===== src/rtl/core/mprp_pkg.sv =====
// shared types, constants and crc function of the modbus position reply parser
`default_nettype none
package mprp_pkg;

  localparam logic [3:0]  FrameBytes      = 4'd9;
  localparam logic [3:0]  CrcBytes        = 4'd7;
  localparam logic [7:0]  FuncReadHolding = 8'h03;
  localparam logic [15:0] CrcPoly         = 16'hA001;
  localparam logic [15:0] CrcInit         = 16'hFFFF;
  localparam logic [7:0]  DevAddrReset    = 8'h01;
  localparam int          PaddrWidth      = 3;

  typedef enum logic [0:0] {
    OP_BYTE = 1'b0,
    OP_IDLE = 1'b1
  } opcode_t;

  typedef enum logic [2:0] {
    ST_OK    = 3'd0,
    ST_SHORT = 3'd1,
    ST_ADDR  = 3'd2,
    ST_FUNC  = 3'd3,
    ST_CRC   = 3'd4
  } status_t;

  typedef enum logic [0:0] {
    REG_DEVICE_ADDRESS = 1'b0
  } reg_index_t;

  typedef struct packed {
    logic [3:0]  count;
    logic [15:0] crc;
    logic [7:0]  addr;
    logic [7:0]  func;
    logic [7:0]  len;
    logic [31:0] data;
    logic [15:0] check;
  } frame_t;

  function automatic logic [15:0] crc_byte(input logic [15:0] crc_in, input logic [7:0] b);
    logic [15:0] c;
    c = crc_in ^ {8'h00, b};
    for (int k = 0; k < 8; k++) begin
      if (c[0]) begin
        c = (c >> 1) ^ CrcPoly;
      end else begin
        c = c >> 1;
      end
    end
    return c;
  endfunction

endpackage
`default_nettype wire


===== src/rtl/core/mprp_frame_acc.sv =====
// frame capture: byte counter, header and data capture, running crc-16
`default_nettype none
module mprp_frame_acc (
  input  wire logic            clk,
  input  wire logic            rst_n,
  input  wire logic            byte_en,
  input  wire logic            clear_en,
  input  wire logic [7:0]      rx_byte,
  output mprp_pkg::frame_t     frame
);

  mprp_pkg::frame_t frame_r;
  mprp_pkg::frame_t frame_nxt;
  mprp_pkg::frame_t frame_clr;

  always_comb begin
    frame_clr       = '0;
    frame_clr.crc   = mprp_pkg::CrcInit;
    frame_nxt       = frame_r;
    if (clear_en) begin
      frame_nxt = frame_clr;
    end else if (byte_en && (frame_r.count < mprp_pkg::FrameBytes)) begin
      frame_nxt.count = frame_r.count + 4'd1;
      if (frame_r.count < mprp_pkg::CrcBytes) begin
        frame_nxt.crc = mprp_pkg::crc_byte(frame_r.crc, rx_byte);
      end
      unique case (frame_r.count)
        4'd0: frame_nxt.addr         = rx_byte;
        4'd1: frame_nxt.func         = rx_byte;
        4'd2: frame_nxt.len          = rx_byte;
        4'd3: frame_nxt.data[15:8]   = rx_byte;
        4'd4: frame_nxt.data[7:0]    = rx_byte;
        4'd5: frame_nxt.data[31:24]  = rx_byte;
        4'd6: frame_nxt.data[23:16]  = rx_byte;
        4'd7: frame_nxt.check[15:8]  = rx_byte;
        default: frame_nxt.check[7:0] = rx_byte;
      endcase
    end
  end

  always_ff @(posedge clk) begin
    if (!rst_n) begin
      frame_r <= frame_clr;
    end else begin
      frame_r <= frame_nxt;
    end
  end

  assign frame = frame_r;

endmodule
`default_nettype wire


===== src/rtl/core/mprp_check.sv =====
// frame checks in priority order: length, address, function code, crc
`default_nettype none
module mprp_check (
  input  wire mprp_pkg::frame_t frame,
  input  wire logic [7:0]       dev_addr,
  output mprp_pkg::status_t     status
);

  logic [15:0] crc_expect;

  assign crc_expect = {frame.crc[7:0], frame.crc[15:8]};

  always_comb begin
    if (frame.count < mprp_pkg::FrameBytes) begin
      status = mprp_pkg::ST_SHORT;
    end else if (frame.addr != dev_addr) begin
      status = mprp_pkg::ST_ADDR;
    end else if (frame.func != mprp_pkg::FuncReadHolding) begin
      status = mprp_pkg::ST_FUNC;
    end else if (frame.check != crc_expect) begin
      status = mprp_pkg::ST_CRC;
    end else begin
      status = mprp_pkg::ST_OK;
    end
  end

endmodule
`default_nettype wire


===== src/rtl/core/modbus_position_reply_parser.sv =====
// a line-idle beat, once accepted, passes through the input register and then the result register
// throughput: one beat per cycle unless an idle beat is held; a data byte beat never waits on the result side
// an idle beat waits in the input register only while the result register is full and stalled
// reset (rst_n low, synchronous): frame state cleared, crc 0xffff, position 0, address 1
// no result is pending after reset
`default_nettype none
module modbus_position_reply_parser (
  input  wire logic        clk,
  input  wire logic        rst_n,
  input  wire logic        in_valid,
  output logic             in_ready,
  input  wire logic        in_opcode,
  input  wire logic [7:0]  in_rx_byte,
  output logic             out_valid,
  input  wire logic        out_ready,
  output logic [2:0]       out_frame_status,
  output logic [7:0]       out_frame_address,
  output logic [7:0]       out_function_code,
  output logic [7:0]       out_byte_count,
  output logic [15:0]      out_received_crc,
  output logic [31:0]      out_position,
  input  wire logic        psel,
  input  wire logic        penable,
  input  wire logic        pwrite,
  input  wire logic [mprp_pkg::PaddrWidth-1:0] paddr,
  input  wire logic [31:0] pwdata,
  output logic [31:0]      prdata,
  output logic             pready
);

  logic              s1_valid_r;
  mprp_pkg::opcode_t s1_op_r;
  logic [7:0]        s1_byte_r;
  logic              s1_adv;
  logic              s1_idle;
  logic              in_fire;
  logic              res_fire;

  logic [7:0]        dev_addr_r;
  logic [31:0]       last_position_r;
  logic [31:0]       position_nxt;

  logic              out_valid_r;
  mprp_pkg::status_t out_status_r;
  logic [7:0]        out_addr_r;
  logic [7:0]        out_func_r;
  logic [7:0]        out_len_r;
  logic [15:0]       out_crc_r;
  logic [31:0]       out_pos_r;

  mprp_pkg::frame_t  frame;
  mprp_pkg::status_t status;
  logic              cfg_wr;
  logic              addr_sel;

  assign s1_idle  = s1_valid_r && (s1_op_r == mprp_pkg::OP_IDLE);
  assign s1_adv   = s1_valid_r && (!s1_idle || !out_valid_r || out_ready);
  assign in_ready = !s1_valid_r || s1_adv;
  assign in_fire  = in_valid && in_ready;
  assign res_fire = s1_adv && s1_idle;

  mprp_frame_acc u_frame_acc (
    .clk      (clk),
    .rst_n    (rst_n),
    .byte_en  (s1_adv && (s1_op_r == mprp_pkg::OP_BYTE)),
    .clear_en (res_fire),
    .rx_byte  (s1_byte_r),
    .frame    (frame)
  );

  mprp_check u_check (
    .frame    (frame),
    .dev_addr (dev_addr_r),
    .status   (status)
  );

  assign position_nxt = (status == mprp_pkg::ST_OK) ? frame.data : last_position_r;

  // input register
  always_ff @(posedge clk) begin
    if (!rst_n) begin
      s1_valid_r <= 1'b0;
    end else if (in_ready) begin
      s1_valid_r <= in_valid;
    end
  end

  always_ff @(posedge clk) begin
    if (in_fire) begin
      s1_op_r   <= mprp_pkg::opcode_t'(in_opcode);
      s1_byte_r <= in_rx_byte;
    end
  end

  // result register
  always_ff @(posedge clk) begin
    if (!rst_n) begin
      out_valid_r     <= 1'b0;
      last_position_r <= '0;
    end else begin
      if (res_fire) begin
        out_valid_r     <= 1'b1;
        last_position_r <= position_nxt;
      end else if (out_ready) begin
        out_valid_r <= 1'b0;
      end
    end
  end

  always_ff @(posedge clk) begin
    if (res_fire) begin
      out_status_r <= status;
      out_addr_r   <= frame.addr;
      out_func_r   <= frame.func;
      out_len_r    <= frame.len;
      out_crc_r    <= frame.check;
      out_pos_r    <= position_nxt;
    end
  end

  assign out_valid         = out_valid_r;
  assign out_frame_status  = out_status_r;
  assign out_frame_address = out_addr_r;
  assign out_function_code = out_func_r;
  assign out_byte_count    = out_len_r;
  assign out_received_crc  = out_crc_r;
  assign out_position      = out_pos_r;

  // register port
  assign pready   = 1'b1;
  assign cfg_wr   = psel && penable && pwrite;
  assign addr_sel = (paddr[mprp_pkg::PaddrWidth-1] == mprp_pkg::REG_DEVICE_ADDRESS);

  always_ff @(posedge clk) begin
    if (!rst_n) begin
      dev_addr_r <= mprp_pkg::DevAddrReset;
    end else if (cfg_wr && addr_sel) begin
      dev_addr_r <= pwdata[7:0];
    end
  end

  assign prdata = addr_sel ? {24'h000000, dev_addr_r} : 32'h00000000;

`ifndef SYNTHESIS
  a_count_sat: assert property (@(posedge clk) disable iff (!rst_n)
    frame.count <= mprp_pkg::FrameBytes)
    else $error("frame byte count beyond nine");

  a_idle_clears: assert property (@(posedge clk) disable iff (!rst_n)
    res_fire |=> (frame.count == 4'd0) && (frame.crc == mprp_pkg::CrcInit))
    else $error("frame state not cleared after idle");

  a_ok_position: assert property (@(posedge clk) disable iff (!rst_n)
    out_valid_r && (out_status_r == mprp_pkg::ST_OK) |-> out_pos_r == last_position_r)
    else $error("good frame position not stored");

  a_byte_flows: assert property (@(posedge clk) disable iff (!rst_n)
    s1_valid_r && (s1_op_r == mprp_pkg::OP_BYTE) |-> in_ready)
    else $error("data byte stalled");
`endif

endmodule
`default_nettype wire


===== config.mk =====
export PLATFORM = sky130hd
export DESIGN_NAME = modbus_position_reply_parser
export DESIGN_NICKNAME = d
export VERILOG_FILES = /design/src/rtl/core/mprp_pkg.sv /design/src/rtl/core/mprp_frame_acc.sv /design/src/rtl/core/mprp_check.sv /design/src/rtl/core/modbus_position_reply_parser.sv
export SDC_FILE = /design/constraint.sdc
export NUM_CORES = 1
export LEC_CHECK = 0
export BUFFER_PORTS_ARGS = -buffer_cell sky130_fd_sc_hd__buf_2
export CORE_MARGIN = 2
export CORE_UTILIZATION = 29
export CTS_CLUSTER_SIZE = 12
export DETAILED_ROUTE_END_ITERATION = 8
export PLACE_DENSITY_LB_ADDON = 0.2
export SETUP_SLACK_MARGIN = 0.15
export SYNTH_ARGS = -nofsm -noshare
export SYNTH_HDL_FRONTEND = slang
export SYNTH_SLANG_ARGS = --single-unit

===== constraint.sdc =====
create_clock -name clk -period 4 [get_ports clk]
set_input_delay 0 -clock clk [delete_from_list [all_inputs] [get_ports clk]]
set_output_delay 0 -clock clk [all_outputs]
set_load 0.005 [all_outputs]

# After elaboration in Yosys (flattened, before gate mapping)
# Index checks and enable logic that the tools add are counted.
[word_totals] inputBits=51 output_inout_bits=110 ram_bits=0 rom_bits=0 wordCells=116 reg_bits=218 memories=0 latchBits=0
[op_classes] bitwise=13 mul=0 div_mod_pow=0 n_mux=37 n_reduce_logical=30 addsub=1 eq_ne=10 shifts=0 n_lt_le_gt_ge=2
[ops] operator="16-bit 2-to-1 mux" n=29
[ops] operator="32-bit 2-to-1 mux" n=1
[ops] operator="2-bit NOT with 3-bit output" n=8
[ops] operator="2-bit AND reduction" n=10
[ops] operator="4-bit by 3-bit equality test with 1-bit output (second input constant)" n=4
[ops] operator="16-bit != test" n=1
[ops] operator="16-bit by 8-bit XOR with 16-bit output" n=1
[ops] operator="3-bit 2-to-1 mux" n=4
[ops] operator="1-bit logical AND" n=9
[ops] operator="4-bit by 2-bit equality test with 1-bit output (second input constant)" n=2
[ops] operator="8-bit 2-to-1 mux" n=1
[ops] operator="8-bit by 2-bit != test with 1-bit output (second input constant)" n=1
[ops] operator="8-bit != test" n=1
[ops] operator="8-bit OR reduction" n=1
[ops] operator="4-bit by 1-bit adder with 4-bit output (second input constant)" n=1
[ops] operator="4-bit by 1-bit equality test with 1-bit output (second input constant)" n=1
[ops] operator="4-bit logical NOT" n=1
[ops] operator="4-bit by 3-bit < comparator with 1-bit output (second input constant)" n=1
[ops] operator="4-bit < comparator (second input constant)" n=1
[ops] operator="1-bit NOT" n=4
[ops] operator="1-bit logical NOT" n=3
[ops] operator="3-bit logical NOT" n=1
[ops] operator="1-bit logical OR" n=3
[ops] operator="1-bit 2-to-1 mux" n=2
[ops] operator="2 further kinds" n=2

# Logic depth before layout (Yosys ltp)
[depth] word_depth=41 depth_mapped=9 mapped_depth_nobuf=7

# By module
# Synthesis repeated with hierarchy kept, for this count alone.
[unflattened] hier_cells=821 area_unflattened_um2=8831.0
[by_module_without_submodules] module="modbus_position_reply_parser" n_inst=1 seq_area_each_um2=3363.2 area_per_inst_um2=4838.4 cells_per_inst=343
[by_module_without_submodules] module="mprp_frame_acc" n_inst=1 seq_area_each_um2=1841.8 area_per_inst_um2=3646.0 cells_per_inst=438
[by_module_without_submodules] module="mprp_check" n_inst=1 seq_area_each_um2=0.0 area_per_inst_um2=346.6 cells_per_inst=40

# Least setup slack after synthesis
# No wires, ideal clock.
[synth_timing] path_kind="register to register" start="register s1_op_r" end="register last_position_r[22]" t_arrival_ps=3382 setup_time_ps=75 required_ps=3925 synth_period_minus_slack_ps=3457 path_buffers=1 setup_slack_ps=543 path_stages_with_launch=6 path_cell_list="edfxtp_1 -> nand3_1 -> clkinv_1 -> clkbuf_1 -> nand4_1 -> a21oi_1"
[synth_between] elab_chain_cells=6
[synth_lines] element="start, declared" line_no="modbus_position_reply_parser.sv:32" text="mprp_pkg::opcode_t s1_op_r;"
[synth_lines] element="start signal, assigned" line_no="modbus_position_reply_parser.sv:90" text="s1_op_r <= mprp_pkg::opcode_t'(in_opcode);"
[synth_lines] element="1-bit logical AND (*)" line_no="modbus_position_reply_parser.sv:56" text="assign s1_idle = s1_valid_r && (s1_op_r == mprp_pkg::OP_IDLE);"
[synth_lines] element="1-bit logical NOT" line_no="modbus_position_reply_parser.sv:57" text="assign s1_adv = s1_valid_r && (!s1_idle || !out_valid_r || out_ready);"
[synth_lines] element="1-bit logical OR (2 in a row)" line_no="modbus_position_reply_parser.sv:57"
[synth_lines] element="1-bit logical AND" line_no="modbus_position_reply_parser.sv:57"
[synth_lines] element="1-bit logical AND (*)" line_no="modbus_position_reply_parser.sv:60" text="assign res_fire = s1_adv && s1_idle;"
[synth_lines] element="via res_fire" line_no="modbus_position_reply_parser.sv:37" text="logic res_fire;"
[synth_lines] element="end signal, assigned" line_no="modbus_position_reply_parser.sv:103" text="last_position_r <= position_nxt;"
[synth_lines] element="end, declared" line_no="modbus_position_reply_parser.sv:40" text="logic [31:0] last_position_r;"
# The timed path passes the listed nets; every way through them passes the cells marked *.
# A chain may end at the register's enable or synchronous reset.

# Worst setup path in the final report
[layout_timing] start="register u_frame_acc.frame_r (netlist bit u_frame_acc.frame[84])" end="register out_pos_r[7], in the netlist out_position[7] (data pin)"
[layout_between] elab_chain_cells=7
[layout_lines] element="start, declared" line_no="mprp_frame_acc.sv:12" text="mprp_pkg::frame_t frame_r;"
[layout_lines] element="start signal, assigned" line_no="mprp_frame_acc.sv:43" text="frame_r <= frame_clr;"
[layout_lines] element="start signal, assigned" line_no="mprp_frame_acc.sv:45" text="frame_r <= frame_nxt;"
[layout_lines] element="16-bit != test" line_no="mprp_check.sv:20" text="end else if (frame.check != crc_expect) begin"
[layout_lines] element="3-bit 2-to-1 mux" line_no="mprp_check.sv:20"
[layout_lines] element="3-bit 2-to-1 mux" line_no="mprp_check.sv:18" text="end else if (frame.func != mprp_pkg::FuncReadHolding) begin"
[layout_lines] element="3-bit 2-to-1 mux" line_no="mprp_check.sv:16" text="end else if (frame.addr != dev_addr) begin"
[layout_lines] element="3-bit 2-to-1 mux" line_no="mprp_check.sv:14" text="if (frame.count < mprp_pkg::FrameBytes) begin"
[layout_lines] element="3-bit logical NOT" line_no="modbus_position_reply_parser.sv:77" text="assign position_nxt = (status == mprp_pkg::ST_OK) ? frame.data : last_position_r;"
[layout_lines] element="32-bit 2-to-1 mux" line_no="modbus_position_reply_parser.sv:77"
[layout_lines] element="via position_nxt[7]" line_no="modbus_position_reply_parser.sv:41" text="logic [31:0] position_nxt;"
[layout_lines] element="end signal, assigned" line_no="modbus_position_reply_parser.sv:117" text="out_pos_r <= position_nxt;"
[layout_lines] element="end, declared" line_no="modbus_position_reply_parser.sv:49" text="logic [31:0] out_pos_r;"
# The timed path passes the listed nets, and every way through them passes these cells.

==> impl_metrics.toml <==
[min_path]
hold_class = "in -> reg"

[placed_design]
dp_cells = 1282
place_congestion = 0.745
hpwl_um = 14300
portBuffers = 109

[sta]
rsz0062_at_grt = "no"
finalClockSkew_ns = 0.0175
max_slew_margin_pct = 39.8
fin_crit_ns = 2.59
final_hold_viol_count = 0
fmax_mhz = 387
worst_pin_slew_ns = 0.899
drv_slew = 0
finalSetupViolCount = 0
hold_ws_ns = 0.0355
finalSetupTns_ns = 0
min_period_over_period_pct = 64.6

[synth]
syn_area_per_cell_sq_um = 10.9
ys_ff_latch = 218
synth-seq-area-share_pct = 57.9
synth_top_cell_area_share_pct = 29.8
ys_types = 45
synth_top_area_cell = "dfxtp_1"
syn_inst = 829
synthFlopType = "dfxtp_1"
synth_area_sq_um = 8990
postSynth.asyncResetShare_pct = 0
synth_edf_count = 84
synth_area_leaders = "dfxtp_1, edfxtp_1, a21oi_1"
yosys_warnings = 0

[die]
num_io_pins = 161
start_util_pct = 29.4
core_sq_um = 30600
die_x_um = 180
placementRows = 64
dieArea_sq_um = 32400
die_y_um = 180

[grt]
antenna_found_initial = 0
grt_overflow = 0
grt_pass1_vias = 6162
grt_pass1_wl_um = 36900
grt_start_max_net_pins = 51
grt_usage_pct = 14.2

[layout]
final_core_util_pct = 35.5
instances_no_fill = 1352
n_antenna_cell = 0
fillers = 3074
area_delta_synth_final_pct = 20.8
layout-drive-gt1-share_pct = 21.9
mostFrequentLayoutCells = "dfxtp_1, nand2_1, a21oi_1, buf_2, edfxtp_1"
nets = 992
multi_input_comb_area_sq_um = 3360
regArea_sq_um = 5200
mostFrequentLayoutCell = "dfxtp_1"

[cts]
cts_tree = "built"
clkLatencyLatePin_ns = 0.53
numCtsBuffers = 26
cts_setup_buffers = 0
clk_pin_slew_ns = 0.05
cts.sinks = 218
cts_root_buf = "clkbuf_16"
clockBufferDepth = 3
htreeDepth = 1

[critical_path]
end_kind = "register"
cp.required_ns = 4.26
cp_max_fo = 32
critPathLaunchType = "register"
arrival_ns = 2.85
critical_path_class = "reg -> reg"

[power_and_ir_drop]
clkPwrFrac_pct = 47.1
p_switching_uw = 1110
switching_share_pct = 22.1
p_leak_uw = 0.00402
p_int_uw = 3910
share_seq_of_total_power_pct = 47.6
power_density_nw_per_um2 = 462
vdd_ir_drop_max_uv = 236
share_comb_of_total_power_pct = 5.3

[run]
drv_cap = 0

[routing]
viasPerCell = 4.75
drt-pass1-iter-count = 5
drcViolationCount = 0
wirelength_um = 23500
ant_nets = 0
drtIter0Drc = 431
post_drt_wl_per_cell_um = 17.4
num_vias = 6427

[outcome]
status = "finished, final reports clean"
-- through the flow --
stage	total power [uW]	instance area (sq um)	setup slack [ns]
2_1_floorplan	2610	9080	0.543
5_1_grt	5210	10900	1.29
3_5_place_dp	2690	9750	1.40
3_3_place_gp	2680	9750	1.39
4_1_cts	5100	10900	1.39
6_report	5020	10900	1.41
-- worst max-delay path: stages, from the launching register on --
cell     delay (ns)
dfxtp_1        0.33
xor2_1         0.17
nor4_1         0.50
and4_1         0.42
nand2_4        0.41
mux2_4         0.46
-- flip-flops by register name, indices dropped and copies added, names as in the netlist --
register / count
s1_op_r: 1
out_position: 32
out_received_crc: 16
dev_addr_r: 8
s1_valid_r: 1
out_byte_count: 8
out_valid: 1
last_position_r: 32
s1_byte_r: 8
out_frame_address: 8
out_frame_status: 3
u_frame_acc.frame: 92
out_function_code: 8
-- final cells by class --
cell class	instances	area share [%]
sequential	218	47.9
timing repair buffer	145	8.13
clock inverter	11	0.864
clock buffer	37	7.34
tap	396	4.56
multi-input combinational	539	31.0
inverter	6	0.230
-- metal layers --
| layer | track usage, % | vias up | share of wire, % |
|---|---|---|---|
| met5 | 0 | - | 0 |
| met4 | 2.94 | 0 | 1.5 |
| met3 | 2.43 | 31 | 5.3 |
| met2 | 22.5 | 182 | 45 |
| met1 | 20.3 | 3083 | 48 |
| li1 | - | 3131 | - |
-- what timing repair did --
item / 4_1_cts / 5_1_grt
gates resized for setup: 0 / 0
hold buffers: 22 / 0
hold endpoints to repair: 29 / 0
-- cell families (layout without fill, tap and decap cells) --
kind of cell               after synthesis  count (layout)  synth area share [%]
other                                    2              25                0.0835
buffers and inverters                   95             199                  5.74
adders and majority gates                5               5                 0.696
and+or+nand+nor                        265             265                  14.2
AOI/OAI and AO/OA                      157             157                  10.0
muxes                                   41              41                  6.26
xor gates and xnor gates                46              46                  5.12
DFF                                    218             218                  57.9
-- path summary, 6_finish.rpt --
check                           cells after the start             startpoint                 to  slack, ns
worst max-delay path                                5  u_frame_acc.frame[84]    out_position[7]       1.41
worst min-delay path                                4                penable      dev_addr_r[7]       0.04
worst max register to register                      5  u_frame_acc.frame[84]    out_position[7]       1.41
worst min register to register                      0  u_frame_acc.frame[53]  out_byte_count[5]       0.43
-- power groups by stage --
| stage | Sequential (uW) | Clock [uW] | Combinational, uW |
|---|---|---|---|
| finish | 2390 | 2360 | 265 |
| global route | 2390 | 2530 | 290 |
| CTS | 2390 | 2440 | 267 |
| detailed placement | 2440 | 0 | 250 |
| global placement | 2440 | 0 | 249 |
| floorplan | 2410 | 0 | 201 |
-- cell usage after synthesis, types with 3 or more instances --
library cell  instances
ha_1                  5
nand4_1              34
nor2b_1               9
buf_2                14
edfxtp_1             84
clkbuf_1             42
nand3_1              73
mux2_4               30
buf_4                28
xor2_1               25
buf_6                 5
dfxtp_1             134
nor4_1                7
o211ai_1              8
nand2b_1              3
a21oi_1             109
nand2_1             112
inv_1                 4
nor2_2                3
nor2_1               14
o31ai_1              32
mux2i_1               9
xnor2_1              16
(Power assumes the default switching activity.)
